## src/rtl/note_priority_voice_allocator_core_macros.svh

```systemverilog
// Assertion helpers shared by the allocator modules.
`ifndef NOTE_PRIORITY_VOICE_ALLOCATOR_CORE_MACROS_SVH
`define NOTE_PRIORITY_VOICE_ALLOCATOR_CORE_MACROS_SVH

// same-cycle implication
`define NPVA_ASSERT_IMP(label, clk, rst_n, ante, cons) \
    label: assert property (@(posedge clk) disable iff (!rst_n) (ante) |-> (cons)) \
        else $error("npva: assertion failed");

// next-cycle implication
`define NPVA_ASSERT_NXT(label, clk, rst_n, ante, cons) \
    label: assert property (@(posedge clk) disable iff (!rst_n) (ante) |=> (cons)) \
        else $error("npva: assertion failed");

`endif

```

## src/rtl/npva_pkg.sv

```systemverilog
package npva_pkg;

    localparam int STACK_DEPTH = 16;
    localparam int NUM_VOICES  = 8;

    localparam int KEY_W       = 7;
    localparam int NUM_KEYS    = 1 << KEY_W;
    localparam int IDX_W       = $clog2(STACK_DEPTH);
    localparam int CNT_W       = $clog2(STACK_DEPTH + 1);
    localparam int VOICE_W     = (NUM_VOICES > 1) ? $clog2(NUM_VOICES) : 1;
    localparam int FC_W        = $clog2(NUM_VOICES + 1);
    localparam int OUT_VOICE_W = 3;
    localparam int ACTION_W    = 2;
    localparam int MODE_W      = 2;
    localparam int ADDR_W      = 3;
    localparam int REG_IDX_W   = ADDR_W - 2;

    localparam logic [MODE_W-1:0] MODE_LEGATO = 2'd0;
    localparam logic [MODE_W-1:0] MODE_MONO   = 2'd1;
    localparam logic [MODE_W-1:0] MODE_POLY   = 2'd2;

    localparam logic [ACTION_W-1:0] ACT_RETRIG  = 2'd0;
    localparam logic [ACTION_W-1:0] ACT_NOTE    = 2'd1;
    localparam logic [ACTION_W-1:0] ACT_RELEASE = 2'd2;

    localparam logic FUNC_OFF = 1'b1;

    localparam logic [REG_IDX_W-1:0] REG_MODE = REG_IDX_W'(0);

    typedef struct packed {
        logic latch_in;
        logic set_idx_one;
        logic inc_idx;
        logic shift_step;
        logic dec_count;
        logic push;
        logic res_off;
        logic poly_pop;
        logic map_read;
        logic poly_ret;
        logic load_out;
    } npva_cmd_t;

    typedef struct packed {
        logic              func_off;
        logic [MODE_W-1:0] mode;
        logic              stack_full;
        logic              idx_lt_count;
        logic              match;
        logic              free_empty;
        logic              map_hit;
        logic              slot_free;
    } npva_status_t;

    function automatic logic [OUT_VOICE_W-1:0] to_out_voice(input logic [VOICE_W-1:0] v);
        logic [31:0] wide;
        wide = 32'(v);
        return wide[OUT_VOICE_W-1:0];
    endfunction

endpackage

```

## src/rtl/npva_dpath.sv

```systemverilog
`include "note_priority_voice_allocator_core_macros.svh"

module npva_dpath
(
    input  logic                                 clk,
    input  logic                                 rst_n,
    input  npva_pkg::npva_cmd_t                  cmd,
    output npva_pkg::npva_status_t               status,
    input  logic [npva_pkg::MODE_W-1:0]          mode,
    input  logic                                 func,
    input  logic [npva_pkg::KEY_W-1:0]           key,
    input  logic                                 out_ready,
    output logic                                 out_valid,
    output logic [npva_pkg::OUT_VOICE_W-1:0]     voice,
    output logic [npva_pkg::KEY_W-1:0]           note,
    output logic [npva_pkg::ACTION_W-1:0]        action,
    output logic                                 dropped_oldest
);

    // latched event
    logic                              func_reg;
    logic [npva_pkg::KEY_W-1:0]        key_reg;

    // last-note stack
    logic [npva_pkg::KEY_W-1:0]        held_keys [npva_pkg::STACK_DEPTH];
    logic [npva_pkg::CNT_W-1:0]        held_count_reg;
    logic [npva_pkg::CNT_W-1:0]        idx_reg;
    logic [npva_pkg::CNT_W-1:0]        idx_dec;
    logic [npva_pkg::KEY_W-1:0]        rd_key;
    logic                              dropped_reg;

    // free voice FIFO
    logic [npva_pkg::VOICE_W-1:0]      free_voices_reg [npva_pkg::NUM_VOICES];
    logic [npva_pkg::VOICE_W-1:0]      free_head_reg;
    logic [npva_pkg::VOICE_W-1:0]      free_head_next;
    logic [npva_pkg::FC_W-1:0]         free_count_reg;
    logic [npva_pkg::FC_W:0]           tail_sum;
    logic [npva_pkg::FC_W:0]           tail_wrap;
    logic [npva_pkg::VOICE_W-1:0]      pop_voice;

    // key to voice map
    logic [npva_pkg::VOICE_W-1:0]      map_mem [npva_pkg::NUM_KEYS];
    logic [npva_pkg::NUM_KEYS-1:0]     map_valid_reg;
    logic [npva_pkg::VOICE_W-1:0]      map_rdata_reg;

    // staged result and output slot
    logic [npva_pkg::VOICE_W-1:0]      res_voice_reg;
    logic [npva_pkg::KEY_W-1:0]        res_note_reg;
    logic [npva_pkg::ACTION_W-1:0]     res_action_reg;
    logic                              res_dropped_reg;
    logic                              out_valid_reg;
    logic [npva_pkg::OUT_VOICE_W-1:0]  out_voice_reg;
    logic [npva_pkg::KEY_W-1:0]        out_note_reg;
    logic [npva_pkg::ACTION_W-1:0]     out_action_reg;
    logic                              out_dropped_reg;

    logic                              push_retrig;

    assign idx_dec   = idx_reg - npva_pkg::CNT_W'(1);
    assign rd_key    = held_keys[idx_reg[npva_pkg::IDX_W-1:0]];
    assign pop_voice = free_voices_reg[free_head_reg];

    assign tail_sum  = (npva_pkg::FC_W+1)'(free_head_reg) + (npva_pkg::FC_W+1)'(free_count_reg);
    assign tail_wrap = (tail_sum >= (npva_pkg::FC_W+1)'(npva_pkg::NUM_VOICES))
                     ? tail_sum - (npva_pkg::FC_W+1)'(npva_pkg::NUM_VOICES) : tail_sum;
    assign free_head_next = (free_head_reg == npva_pkg::VOICE_W'(npva_pkg::NUM_VOICES - 1))
                          ? '0 : free_head_reg + npva_pkg::VOICE_W'(1);

    assign push_retrig = (held_count_reg == '0) || (mode == npva_pkg::MODE_MONO);

    always_comb
    begin
        status.func_off     = (func_reg == npva_pkg::FUNC_OFF);
        status.mode         = mode;
        status.stack_full   = (held_count_reg == npva_pkg::CNT_W'(npva_pkg::STACK_DEPTH));
        status.idx_lt_count = (idx_reg < held_count_reg);
        status.match        = (rd_key == key_reg);
        status.free_empty   = (free_count_reg == '0);
        status.map_hit      = map_valid_reg[key_reg];
        status.slot_free    = !out_valid_reg || out_ready;
    end

    always_ff @(posedge clk)
    begin
        if (cmd.latch_in)
        begin
            func_reg <= func;
            key_reg  <= key;
        end
    end

    // stack storage; removal moves entries down one per cycle
    always_ff @(posedge clk)
    begin
        if (cmd.shift_step)
            held_keys[idx_dec[npva_pkg::IDX_W-1:0]] <= rd_key;
        if (cmd.push)
            held_keys[held_count_reg[npva_pkg::IDX_W-1:0]] <= key_reg;
    end

    always_ff @(posedge clk or negedge rst_n)
    begin
        if (!rst_n)
        begin
            held_count_reg <= '0;
            idx_reg        <= '0;
            dropped_reg    <= 1'b0;
        end
        else
        begin
            if (cmd.latch_in)
            begin
                idx_reg     <= '0;
                dropped_reg <= 1'b0;
            end
            if (cmd.set_idx_one)
            begin
                idx_reg     <= npva_pkg::CNT_W'(1);
                dropped_reg <= 1'b1;
            end
            if (cmd.inc_idx || cmd.shift_step)
                idx_reg <= idx_reg + npva_pkg::CNT_W'(1);
            if (cmd.dec_count)
            begin
                held_count_reg <= held_count_reg - npva_pkg::CNT_W'(1);
                // point at the new top for the follow-up read
                idx_reg        <= held_count_reg - npva_pkg::CNT_W'(2);
            end
            if (cmd.push)
                held_count_reg <= held_count_reg + npva_pkg::CNT_W'(1);
        end
    end

    always_ff @(posedge clk or negedge rst_n)
    begin
        if (!rst_n)
        begin
            for (int i = 0; i < npva_pkg::NUM_VOICES; i++)
                free_voices_reg[i] <= npva_pkg::VOICE_W'(i);
            free_head_reg  <= '0;
            free_count_reg <= npva_pkg::FC_W'(npva_pkg::NUM_VOICES);
            map_valid_reg  <= '0;
        end
        else
        begin
            if (cmd.poly_pop)
            begin
                free_head_reg          <= free_head_next;
                free_count_reg         <= free_count_reg - npva_pkg::FC_W'(1);
                map_valid_reg[key_reg] <= 1'b1;
            end
            if (cmd.poly_ret)
            begin
                map_valid_reg[key_reg] <= 1'b0;
                if (free_count_reg < npva_pkg::FC_W'(npva_pkg::NUM_VOICES))
                begin
                    free_voices_reg[tail_wrap[npva_pkg::VOICE_W-1:0]] <= map_rdata_reg;
                    free_count_reg <= free_count_reg + npva_pkg::FC_W'(1);
                end
            end
        end
    end

    always_ff @(posedge clk)
    begin
        if (cmd.poly_pop)
            map_mem[key_reg] <= pop_voice;
        if (cmd.map_read)
            map_rdata_reg <= map_mem[key_reg];
    end

    always_ff @(posedge clk)
    begin
        if (cmd.push)
        begin
            res_voice_reg   <= npva_pkg::VOICE_W'(npva_pkg::NUM_VOICES - 1);
            res_note_reg    <= key_reg;
            res_action_reg  <= push_retrig ? npva_pkg::ACT_RETRIG : npva_pkg::ACT_NOTE;
            res_dropped_reg <= dropped_reg;
        end
        if (cmd.res_off)
        begin
            res_voice_reg   <= npva_pkg::VOICE_W'(npva_pkg::NUM_VOICES - 1);
            res_dropped_reg <= 1'b0;
            if (held_count_reg == '0)
            begin
                res_note_reg   <= key_reg;
                res_action_reg <= npva_pkg::ACT_RELEASE;
            end
            else
            begin
                res_note_reg   <= rd_key;
                res_action_reg <= npva_pkg::ACT_NOTE;
            end
        end
        if (cmd.poly_pop)
        begin
            res_voice_reg   <= pop_voice;
            res_note_reg    <= key_reg;
            res_action_reg  <= npva_pkg::ACT_RETRIG;
            res_dropped_reg <= 1'b0;
        end
        if (cmd.poly_ret)
        begin
            res_voice_reg   <= map_rdata_reg;
            res_note_reg    <= key_reg;
            res_action_reg  <= npva_pkg::ACT_RELEASE;
            res_dropped_reg <= 1'b0;
        end
    end

    always_ff @(posedge clk or negedge rst_n)
    begin
        if (!rst_n)
            out_valid_reg <= 1'b0;
        else if (cmd.load_out)
            out_valid_reg <= 1'b1;
        else if (out_ready)
            out_valid_reg <= 1'b0;
    end

    always_ff @(posedge clk)
    begin
        if (cmd.load_out)
        begin
            out_voice_reg   <= npva_pkg::to_out_voice(res_voice_reg);
            out_note_reg    <= res_note_reg;
            out_action_reg  <= res_action_reg;
            out_dropped_reg <= res_dropped_reg;
        end
    end

    assign out_valid      = out_valid_reg;
    assign voice          = out_voice_reg;
    assign note           = out_note_reg;
    assign action         = out_action_reg;
    assign dropped_oldest = out_dropped_reg;

    `NPVA_ASSERT_IMP(a_held_bound, clk, rst_n, 1'b1, held_count_reg <= npva_pkg::CNT_W'(npva_pkg::STACK_DEPTH))
    `NPVA_ASSERT_IMP(a_free_bound, clk, rst_n, 1'b1, free_count_reg <= npva_pkg::FC_W'(npva_pkg::NUM_VOICES))
    `NPVA_ASSERT_IMP(a_push_room, clk, rst_n, cmd.push, held_count_reg < npva_pkg::CNT_W'(npva_pkg::STACK_DEPTH))
    `NPVA_ASSERT_NXT(a_load_valid, clk, rst_n, cmd.load_out, out_valid_reg)

endmodule

```

## src/rtl/npva_ctrl.sv

```systemverilog
`include "note_priority_voice_allocator_core_macros.svh"

module npva_ctrl
(
    input  logic                   clk,
    input  logic                   rst_n,
    input  logic                   in_valid,
    output logic                   in_ready,
    input  npva_pkg::npva_status_t status,
    output npva_pkg::npva_cmd_t    cmd
);

    typedef enum logic [8:0] {
        S_IDLE     = 9'b000000001,
        S_DECODE   = 9'b000000010,
        S_SEARCH   = 9'b000000100,
        S_SHIFT    = 9'b000001000,
        S_PUSH     = 9'b000010000,
        S_OFF_DONE = 9'b000100000,
        S_POLY_ON  = 9'b001000000,
        S_MAP_RD   = 9'b010000000,
        S_EMIT     = 9'b100000000
    } npva_state_t;

    npva_state_t state_reg;
    npva_state_t state_next;
    logic        last_note_mode;

    assign last_note_mode = (status.mode == npva_pkg::MODE_LEGATO)
                         || (status.mode == npva_pkg::MODE_MONO);
    assign in_ready = (state_reg == S_IDLE);

    always_comb
    begin
        state_next = state_reg;
        cmd        = '0;
        case (state_reg)
            S_IDLE:
            begin
                if (in_valid)
                begin
                    cmd.latch_in = 1'b1;
                    state_next   = S_DECODE;
                end
            end
            S_DECODE:
            begin
                if (last_note_mode)
                begin
                    if (status.func_off)
                        state_next = S_SEARCH;
                    else if (status.stack_full)
                    begin
                        // drop the oldest: shift everything down from entry one
                        cmd.set_idx_one = 1'b1;
                        state_next      = S_SHIFT;
                    end
                    else
                        state_next = S_PUSH;
                end
                else if (status.mode == npva_pkg::MODE_POLY)
                begin
                    if (status.func_off)
                    begin
                        if (status.map_hit)
                        begin
                            cmd.map_read = 1'b1;
                            state_next   = S_MAP_RD;
                        end
                        else
                            state_next = S_IDLE;
                    end
                    else if (status.free_empty)
                        state_next = S_IDLE;
                    else
                        state_next = S_POLY_ON;
                end
                else
                    state_next = S_IDLE;
            end
            S_SEARCH:
            begin
                if (!status.idx_lt_count)
                    state_next = S_IDLE;
                else
                begin
                    cmd.inc_idx = 1'b1;
                    if (status.match)
                        state_next = S_SHIFT;
                end
            end
            S_SHIFT:
            begin
                if (status.idx_lt_count)
                    cmd.shift_step = 1'b1;
                else
                begin
                    cmd.dec_count = 1'b1;
                    state_next    = status.func_off ? S_OFF_DONE : S_PUSH;
                end
            end
            S_PUSH:
            begin
                cmd.push   = 1'b1;
                state_next = S_EMIT;
            end
            S_OFF_DONE:
            begin
                cmd.res_off = 1'b1;
                state_next  = S_EMIT;
            end
            S_POLY_ON:
            begin
                cmd.poly_pop = 1'b1;
                state_next   = S_EMIT;
            end
            S_MAP_RD:
            begin
                cmd.poly_ret = 1'b1;
                state_next   = S_EMIT;
            end
            S_EMIT:
            begin
                if (status.slot_free)
                begin
                    cmd.load_out = 1'b1;
                    state_next   = S_IDLE;
                end
            end
            default:
            begin
                state_next = S_IDLE;
            end
        endcase
    end

    always_ff @(posedge clk or negedge rst_n)
    begin
        if (!rst_n)
            state_reg <= S_IDLE;
        else
            state_reg <= state_next;
    end

    `NPVA_ASSERT_NXT(a_beat_decodes, clk, rst_n, in_valid && in_ready, state_reg == S_DECODE)
    `NPVA_ASSERT_IMP(a_load_slot, clk, rst_n, cmd.load_out, status.slot_free)
    `NPVA_ASSERT_IMP(a_state_onehot, clk, rst_n, 1'b1, $onehot(state_reg))

endmodule

```

## src/rtl/note_priority_voice_allocator_core.sv

```systemverilog
// A note-on with stack room or a poly event passes S_DECODE and then S_PUSH, S_POLY_ON or S_MAP_RD
// before S_EMIT; a last-note note-off makes one serial pass over the held keys (search up to the
// match, shift-down above it), and a note-on into a full stack adds a shift pass that drops the oldest.
// One event in flight; the next beat is taken the cycle after the result is loaded into the output
// register, and the load waits in S_EMIT until the output slot is free.
// Reset (rst_n low, async): empty stack, voices free in order, key map invalid, legato mode.
module note_priority_voice_allocator_core
(
    input  logic                                 clk,
    input  logic                                 rst_n,
    input  logic                                 psel,
    input  logic                                 penable,
    input  logic                                 pwrite,
    input  logic [npva_pkg::ADDR_W-1:0]          paddr,
    input  logic [31:0]                          pwdata,
    output logic [31:0]                          prdata,
    output logic                                 pready,
    input  logic                                 in_valid,
    output logic                                 in_ready,
    input  logic                                 func,
    input  logic [npva_pkg::KEY_W-1:0]           key,
    output logic                                 out_valid,
    input  logic                                 out_ready,
    output logic [npva_pkg::OUT_VOICE_W-1:0]     voice,
    output logic [npva_pkg::KEY_W-1:0]           note,
    output logic [npva_pkg::ACTION_W-1:0]        action,
    output logic                                 dropped_oldest
);

    logic [npva_pkg::MODE_W-1:0] mode_reg;
    logic                        mode_sel;
    npva_pkg::npva_cmd_t         cmd;
    npva_pkg::npva_status_t      status;

    assign mode_sel = (paddr[npva_pkg::ADDR_W-1:2] == npva_pkg::REG_MODE);
    assign pready   = 1'b1;
    assign prdata   = mode_sel ? 32'(mode_reg) : '0;

    always_ff @(posedge clk or negedge rst_n)
    begin
        if (!rst_n)
            mode_reg <= npva_pkg::MODE_LEGATO;
        else if (psel && penable && pwrite && mode_sel)
            mode_reg <= pwdata[npva_pkg::MODE_W-1:0];
    end

    npva_ctrl u_ctrl
    (
        .clk      (clk),
        .rst_n    (rst_n),
        .in_valid (in_valid),
        .in_ready (in_ready),
        .status   (status),
        .cmd      (cmd)
    );

    npva_dpath u_dpath
    (
        .clk            (clk),
        .rst_n          (rst_n),
        .cmd            (cmd),
        .status         (status),
        .mode           (mode_reg),
        .func           (func),
        .key            (key),
        .out_ready      (out_ready),
        .out_valid      (out_valid),
        .voice          (voice),
        .note           (note),
        .action         (action),
        .dropped_oldest (dropped_oldest)
    );

endmodule

```

## config.mk

```make
export PLATFORM = sky130hd
export DESIGN_NAME = note_priority_voice_allocator_core
export DESIGN_NICKNAME = d
export VERILOG_FILES = /design/src/rtl/npva_pkg.sv /design/src/rtl/npva_dpath.sv /design/src/rtl/npva_ctrl.sv /design/src/rtl/note_priority_voice_allocator_core.sv
export VERILOG_INCLUDE_DIRS = /design/src /design/src/rtl
export SDC_FILE = /design/constraint.sdc
export NUM_CORES = 1
export LEC_CHECK = 0
export BUFFER_PORTS_ARGS = -buffer_cell sky130_fd_sc_hd__buf_2
export CORE_MARGIN = 2
export CORE_UTILIZATION = 35
export DETAILED_ROUTE_END_ITERATION = 10
export GPL_TIMING_DRIVEN = 0
export PLACE_DENSITY_LB_ADDON = 0.08
export SYNTH_ARGS = -nofsm -noshare
export SYNTH_HDL_FRONTEND = slang
export SYNTH_HIERARCHICAL = 1
export SYNTH_SLANG_ARGS = --single-unit
```

## constraint.sdc

```tcl
create_clock -name clk -period 5.1 [get_ports clk]
set_input_delay 0 -clock clk [delete_from_list [all_inputs] [get_ports clk]]
set_output_delay 0 -clock clk [all_outputs]
set_load 0.005 [all_outputs]
```

* Word-level counts from Yosys, hierarchy flattened
Memories as Yosys holds them, arrays and structs flattened. A register that Yosys moved wholly into a read port is not among the register bits.
Index checks and enable logic that the tools add are counted.
** Storage, ports and cells
- Memory bits (writable) :: 496
- Memories :: 2
- Word-level logic and storage cells :: 184
- Output and inout bits :: 48
- Flip-flop bits (word level) :: 216
- Input bits :: 50
** Cells by class
- $add $sub $neg :: 10
- Multiplexer cells :: 86
- $lt $le $gt $ge :: 8
- Bitwise logic cells :: 6
- Reductions and logical operators :: 26
- Equality and inequality tests :: 18
** Memories
- u_dpath.map_mem :: words 128, width 3, rd ports 1, clocked after memory_dff 1, wr ports 1, RTL line npva_dpath.sv:42 : logic [npva_pkg::VOICE_W-1:0] map_mem [npva_pkg::NUM_KEYS];
- u_dpath.held_keys :: words 16, width 7, rd ports 1, clocked after memory_dff 0, wr ports 1, RTL line npva_dpath.sv:25 : logic [npva_pkg::KEY_W-1:0] held_keys [npva_pkg::STACK_DEPTH];
** Operators by type and width (number)
- 2-to-1 mux 128 bit :: 2
- AND 128 bit :: 1
- NOT 128 bit :: 1
- OR 128 bit :: 1
- 2-to-1 mux 9 bit :: 9
- one-hot mux 9 bit (6 select lines) :: 1
- 2-to-1 mux 7 bit :: 7
- 2-to-1 mux 5 bit :: 7
- 2-to-1 mux 1 bit :: 34
- 2-to-1 mux 3 bit :: 9
- bitwise mux 24 bit :: 1
- 2-to-1 mux 4 bit :: 4
- 2-to-1 mux 2 bit :: 6
- adder 5 x 1 -> 5 bit (second input constant) :: 2
- binary-select mux 3 bit (select 3 bit) :: 1
- demux 3 bit (select 3 bit) :: 1
- equality test 9 x 1 -> 1 bit (second input constant) :: 1
- equality test 9 x 2 -> 1 bit (second input constant) :: 1
- equality test 9 x 3 -> 1 bit (second input constant) :: 1
- equality test 9 x 4 -> 1 bit (second input constant) :: 1
- equality test 9 x 5 -> 1 bit (second input constant) :: 1
- equality test 9 x 6 -> 1 bit (second input constant) :: 1
- equality test 9 x 7 -> 1 bit (second input constant) :: 1
- equality test 9 x 8 -> 1 bit (second input constant) :: 1
- 43 further kinds :: 59

* Longest topological paths before layout
Gate-level depths: netlist of the first run.
- Depth after elaboration :: 9
- Gate-level depth with buffers :: 17
- Gate-level depth less buffers :: 15

* Hierarchy
The synthesis of the first run kept the hierarchy.
** By module, submodules not included
- npva_dpath :: cells an instance 2124, area an instance 30712.0 um2, instances 1, sequential area each 20270.7 um2
- npva_ctrl :: cells an instance 82, area an instance 648.1 um2, instances 1, sequential area each 226.5 um2
- note_priority_voice_allocator_core :: cells an instance 40, area an instance 361.6 um2, instances 1, sequential area each 50.0 um2

* Worst setup path before layout of the first run
OpenSTA, ideal clock, no wires.
- Path type :: reg-to-reg
- Start point :: register u_dpath/idx_reg[0] (netlist name)
- End point :: memory u_dpath/held_keys[10][0] (netlist name) (enable)
- Stages on the path, launching flop included :: 14
- Setup slack :: 2.074 ns
- Clock period less this slack :: 3.026 ns
- Data arrival time :: 2.645 ns
- Path buffers :: 3
- Path through :: dfrtp_1 -> buf_6 -> buf_12 -> buf_6 -> inv_1 -> a21boi_0 -> o21a_1 -> o21ai_0 -> nand2b_1 -> a21oi_1 -> inv_1 -> nor2_1 -> nand2_1 -> o21ai_0
** RTL lines
- from (decl) :: RTL line npva_dpath.sv:27 : logic [npva_pkg::CNT_W-1:0] idx_reg;
- from (signal assigned) :: RTL line npva_dpath.sv:118 : idx_reg <= npva_pkg::CNT_W'(1);
- from (signal assigned) :: RTL line npva_dpath.sv:122 : idx_reg <= idx_reg + npva_pkg::CNT_W'(1);
- from (signal assigned) :: RTL line npva_dpath.sv:127 : idx_reg <= held_count_reg - npva_pkg::CNT_W'(2);
- to (decl) :: RTL line npva_dpath.sv:25

==> metrics, run 1 <==
WHS=75.5 ps; Layout Nets=2490; dominant cell type by area after synthesis=edfxtp_1; Synth area leaders=edfxtp_1 (50%), dfrtp_1 (13%), mux4_2 (5.0%); number of remaining DRC errors=0; Cell Chain, Critical Path=buf_2, buf_2, buf_2, buf_1, o221ai_1, a22oi_1, o21ai_0, a2111o_1, nand2_1, a21oi_1, o32ai_1, a2bb2oi_1, o2bb2ai_1; max reg flops=384; GRT overflow=0; Tcrit/Tclk final=100%; post-synthesis sequential area ratio=64.8%; core area=89900 µm²; Clock Tree Buf Depth=3; worst slew pin tran=1440 ps; first-pass GRT wire length=166 mm; die area=93100 µm²; Lkg Pwr=0.0124 µW; outcome=finished, violations left; post-route minimum period=5110 ps; Final Util=40.7%; CTS buffer count=82; IO Port Bufs=34; RSZ-0062 raised after global routing=false; worst clock skew=39.0 ps; # IOs=98; Worst path most repeated cell=buf_2; post-synth top area share=50.2%; clock sinks=715; mux cell area share after synthesis=11.7%; Worst Setup End Kind=flip-flop; TritonCTS clock tree=done; average vias per placed instance=5.89; YS warnings=6; Initial DRC Count=2634; Synth Cell Area=31700 µm²; Max H-tree Level=3; Worst-Skew Late Latency=640 ps; CTS clk-pin slew, worst paths=60 ps; Post-Syn Area per Cell=14.1 µm²; final total power=15900 µW; Post-synth EDFFs=530; top post-synthesis cells by count=edfxtp_1 (530), nor2_1 (218), nand2_1 (182); post-synthesis compound-gate area fraction=11.3%; pin count of the biggest net entering global routing=130; Die Wd=305 µm; Yosys cell types=84; P&R area growth vs syn=15.2%; vias in the first global route=21400; Peak supply drop=288 µV; Fin. Hold Viols=0; Startpoint Class=flip-flop; layout cell share with drive strength beyond 1=17.9%; Non-Filler Instances=3662; dominant cell by count in the synthesized netlist=edfxtp_1; Synth Area in Simple Gates=7.49%; # placed instances=3494; Worst Setup Path Type=flip-flop to flip-flop; asr flop ratio synth=25.5%; CP Max Fanout=10; Total Wirelength=119 mm; Global Route Usage Sum=25.3%; Largest stage delay, worst path=1010 ps; Finish-stage setup viols=1; Hold Crit Class=input pin to flip-flop; initial antenna violation count=1; Worst Path Required=5630 ps; WL per Instance=32.5 µm; Slowest-stage cell, CP=buf_1; worst setup margin=-8.19 ps; root buffer cell=clkbuf_16; Initial Util=35.3%; total negative slack=-8.19 ps; failing checks=setup timing; drt pass-1 iters=6; power per cell area=434 nW/µm²; Setup Buffers After CTS=0; RePlAce Congestion=0.950; Die Ht=305 µm; max-cap viol count=0; DR vias=21600; top_reg_cell synth=edfxtp_1; Slew HR=3.79%; cell row count=110; XOR/XNOR share of the synthesized area=0.576%; FF+latch count, synth=715; adder-cell share of the synthesized area=0.876%; Arrival @ worst endpoint=5640 ps; synthesized instance count=2246; fmax=0.196 GHz; Slew Limit Fails=0; Final ANT Viol Nets=0; largest family of logic cells by synthesized area=multiplexers; Final HPWL DP=78.9 mm
==> timing repair <==
action / 4_1_cts / 5_1_grt
endpoints found under the setup margin: 3 / 120
hold endpoints to repair: 135 / 0
resized for setup: 1 / 3
hold buffers: 17 / 0
==> stage by stage <==
step / instance area [µm²] / worst slack, ps
floorplan: 31800 / 2070
global placement: 33500 / -462
detailed placement: 33700 / -119
CTS: 36500 / 40.5
finish: 36500 / -8.19
global route: 36500 / 7.81
==> cell families after synthesis <==
logic type / count (synthesis)
adders and majority gates: 21
DFF: 715
muxes: 249
xor gates and xnor gates: 20
buffers and inverters: 206
other: 2
and+or+nand+nor: 540
AOI/OAI and AO/OA: 493
==> final cells by class <==
| type | count | area [µm²] |
|---|---|---|
| clock inverter | 33 | 362 |
| antenna | 1 | 2.50 |
| timing repair buffer | 60 | 495 |
| clock buffer | 117 | 2310 |
| buffer | 178 | 922 |
| inverter | 28 | 105 |
| fill | 8336 | 53300 |
| sequential | 715 | 20500 |
| tap | 1176 | 1470 |
| multi-input combinational | 1354 | 10300 |
==> cells in the final DEF (no fill, tap or decap), types with 12 or more instances in the layout <==
master | synthesis | final
edfxtp_1 | 530 | 530
nor2_1 | 218 | 215
nand2_1 | 182 | 182
dfrtp_1 | 168 | 168
o21ai_0 | 118 | 115
clkbuf_1 | 87 | 113
a2bb2oi_1 | 113 | 113
mux2_2 | 94 | 91
clkbuf_16 | 0 | 85
mux4_2 | 70 | 70
buf_2 | 35 | 69
mux2i_1 | 67 | 67
a221oi_1 | 53 | 53
buf_4 | 35 | 39
a22oi_1 | 37 | 37
a21oi_1 | 35 | 35
conb_1 | 2 | 31
o22ai_1 | 29 | 29
inv_1 | 27 | 27
nand3_1 | 25 | 25
nor3_1 | 23 | 22
o22a_1 | 20 | 20
ha_1 | 19 | 19
dlygate4sd3_1 | 0 | 16
nand2b_1 | 16 | 16
nor2b_1 | 15 | 15
clkinv_2 | 0 | 14
dfstp_2 | 14 | 14
mux4_1 | 14 | 14
xnor2_1 | 13 | 13
buf_1 | 13 | 12
==> metal layers <==
metal / vias up / routed length [µm] / global-route usage (%)
li1: 8995 / - / -
met1: 11200 / 48800 / 33.5
met2: 1112 / 54700 / 40.1
met3: 306 / 9520 / 5.15
met4: 0 / 6040 / 11.7
met5: - / 0 / 0
==> path summary, 6_finish.rpt <==
path	slack (ps)	start	end	depth (start not counted)
worst min register to register	420	u_dpath/res_note_reg[0]	u_dpath/note[0]	0
min in group asynchronous	470	rst_n	u_dpath/dropped_reg	4
worst min-delay path	80	key[5]	u_dpath/key_reg[5]	2
worst max register to register	-8	u_dpath/key_reg[2]	u_ctrl/state_reg[0]	13
worst max-delay path	-8	u_dpath/key_reg[2]	u_ctrl/state_reg[0]	13
max in group asynchronous	3720	rst_n	u_dpath/map_valid_reg[67]	5
==> worst max-delay path: cells and delay by family, from the launching register on <==
family | cells | cell delay (ps)
flip-flops | 1 | 460
AND/OR/NAND/NOR | 1 | 140
AO/OA/AOI/OAI | 8 | 2130
buffers and inverters | 4 | 2260
==> report_power, final <==
part / switching, µW / internal (µW) / leakage (µW)
Sequential: 83.2 / 6480 / 0.00689
Clock: 2380 / 3540 / 0.00131
Combinational: 2370 / 1010 / 0.00422
No activity file was read; power rests on OpenSTA's default activity.
==> run 2, diff against run 1 <==
--- a/config.mk
+++ b/config.mk
@@ -12,6 +12,7 @@
 export DETAILED_ROUTE_END_ITERATION = 10
 export GPL_TIMING_DRIVEN = 0
 export PLACE_DENSITY_LB_ADDON = 0.08
+export RECOVER_POWER = 25
 export SYNTH_ARGS = -nofsm -noshare
 export SYNTH_HDL_FRONTEND = slang
 export SYNTH_HIERARCHICAL = 1
==> metrics, run 2 (synthesis gave the netlist of run 1 again) <==
Reg area=20500 µm²; Arrival @ worst endpoint=5330 ps; WL per Instance=32.5 µm; Clock Tree Buf Depth=3; worst clock skew=36.6 ps; RePlAce Congestion=0.950; CP Max Fanout=10; vias in the first global route=21400; Worst Setup End Kind=flip-flop; Die Wd=305 µm; Slew Limit Fails=405; Cell Chain, Critical Path=buf_4, buf_2, buf_2, buf_2, mux2i_1, a22oi_1, a31oi_1, o311a_1, o2111ai_1; Lkg Pwr=0.0123 µW; Hold Crit Class=input pin to flip-flop; commonest non-fill, non-tap cell in the layout=edfxtp_1; Peak supply drop=287 µV; first-pass GRT wire length=166 mm; Die Ht=305 µm; Final HPWL DP=78.9 mm; worst slew pin tran=2800 ps; IO Port Bufs=34; switching pwr=4840 µW; P_int=11000 µW; core area=89900 µm²; cell row count=110; initial antenna violation count=1; Largest stage delay, worst path=700 ps; DR vias=21600; max reg flops=384; number of remaining DRC errors=0; Startpoint Class=flip-flop; TritonCTS clock tree=done; clock sinks=715; Buf/Inv on CP=4; max-cap viol count=4; Initial Util=35.3%; sequential power share=41.4%; CTS buffer count=82; Layout Nets=2490; Slowest-stage cell, CP=buf_2; Fin. Hold Viols=0; RSZ-0062 raised after global routing=false; Slew HR=-86.4%; Global Route Usage Sum=25.3%; WHS=74.2 ps; P&R area growth vs syn=14.7%; GRT overflow=0; CTS clk-pin slew, worst paths=60 ps; Sw Ratio=30.5%; multi-input logic area=10300 µm²; # placed instances=3494; pin count of the biggest net entering global routing=130; Initial DRC Count=2509; fmax=0.195 GHz; root buffer cell=clkbuf_16; ant diodes=0; most frequent cells in the layout=edfxtp_1 (530), nor2_1 (215), nand2_1 (182); Worst Setup Path Type=flip-flop to flip-flop; Worst Path Required=5300 ps; final total power=15900 µW; # IOs=98; failing checks=capacitance limit, slew limit, setup timing; Worst-Skew Late Latency=640 ps; Max H-tree Level=3; layout cell share with drive strength beyond 1=16.8%; Final ANT Viol Nets=0; Finish-stage setup viols=2; drt pass-1 iters=5; worst setup margin=-28.0 ps; die area=93100 µm²; power per cell area=436 nW/µm²; Total Wirelength=119 mm; average vias per placed instance=5.89; total negative slack=-41.5 ps; Tcrit/Tclk final=101%; Worst path most repeated cell=buf_2; Non-Filler Instances=3661; post-route minimum period=5130 ps; outcome=finished, violations left; Clock Power Share=37.4%; Filler cells=8367; Top delay family on crit path=buffers and inverters; Final Util=40.5%; combinational share of power=21.2%
==> run 2: cell count changes in the layout (fill, tap and decap cells not counted), sizes merged <==
cell,change
clkbuf,+23
buf,-23
diode,-1
==> run 2: routing by layer <==
layer / wire (µm) / track usage, % / share of wire, %
met5: 0 / 0 / 0
met4: 6080 / 11.7 / 5.1
met3: 9470 / 5.15 / 8.0
met2: 54800 / 40.1 / 46
met1: 48800 / 33.5 / 41
==> run 2: layout make-up <==
| type | instances | area share, % |
|---|---|---|
| Buffer | 178 | 2.53 |
| Clock buffer | 117 | 6.34 |
| Clock inverter | 33 | 0.993 |
| Inverter | 28 | 0.289 |
| Multi-Input combinational cell | 1354 | 28.2 |
| Sequential cell | 715 | 56.5 |
| Tap cell | 1176 | 4.04 |
| Timing Repair Buffer | 60 | 1.13 |
==> run 2: through the flow <==
step                      instance area [µm²]  worst slack [ps]
after floorplan                         31800              2070
after global placement                  33500              -462
after detailed placement                33700              -119
after CTS                               36500              40.5
after global routing                    36400              7.81
final                                   36400             -28.0
==> run 2: timing repair <==
item	CTS	global route
setup buffers	0	0
hold endpoints to repair	135	0
hold buffers	17	0
setup endpoints to repair	3	120
gates resized for setup	1	3
==> run 2: final timing paths <==
check | slack, ps | endpoint | start | cells past startpoint
max | -30 | u_dpath/map_rdata_reg[2] | u_dpath/key_reg[1] | 9
min in group asynchronous | 610 | u_dpath/free_count_reg[3] | rst_n | 3
max reg2reg | -30 | u_dpath/map_rdata_reg[2] | u_dpath/key_reg[1] | 9
min | 70 | u_dpath/key_reg[5] | key[5] | 2
min reg2reg | 420 | u_dpath/note[0] | u_dpath/res_note_reg[0] | 0
max in group asynchronous | 1960 | u_dpath/map_valid_reg[40] | rst_n | 4
==> run 2: power groups by stage <==
stage | Clock (µW) | Combinational, µW | Sequential [µW]
global placement | 0 | 3250 | 6690
finish | 5920 | 3360 | 6570
CTS | 6030 | 3320 | 6560
detailed placement | 0 | 3290 | 6670
global route | 6260 | 3480 | 6570
floorplan | 0 | 1870 | 6640
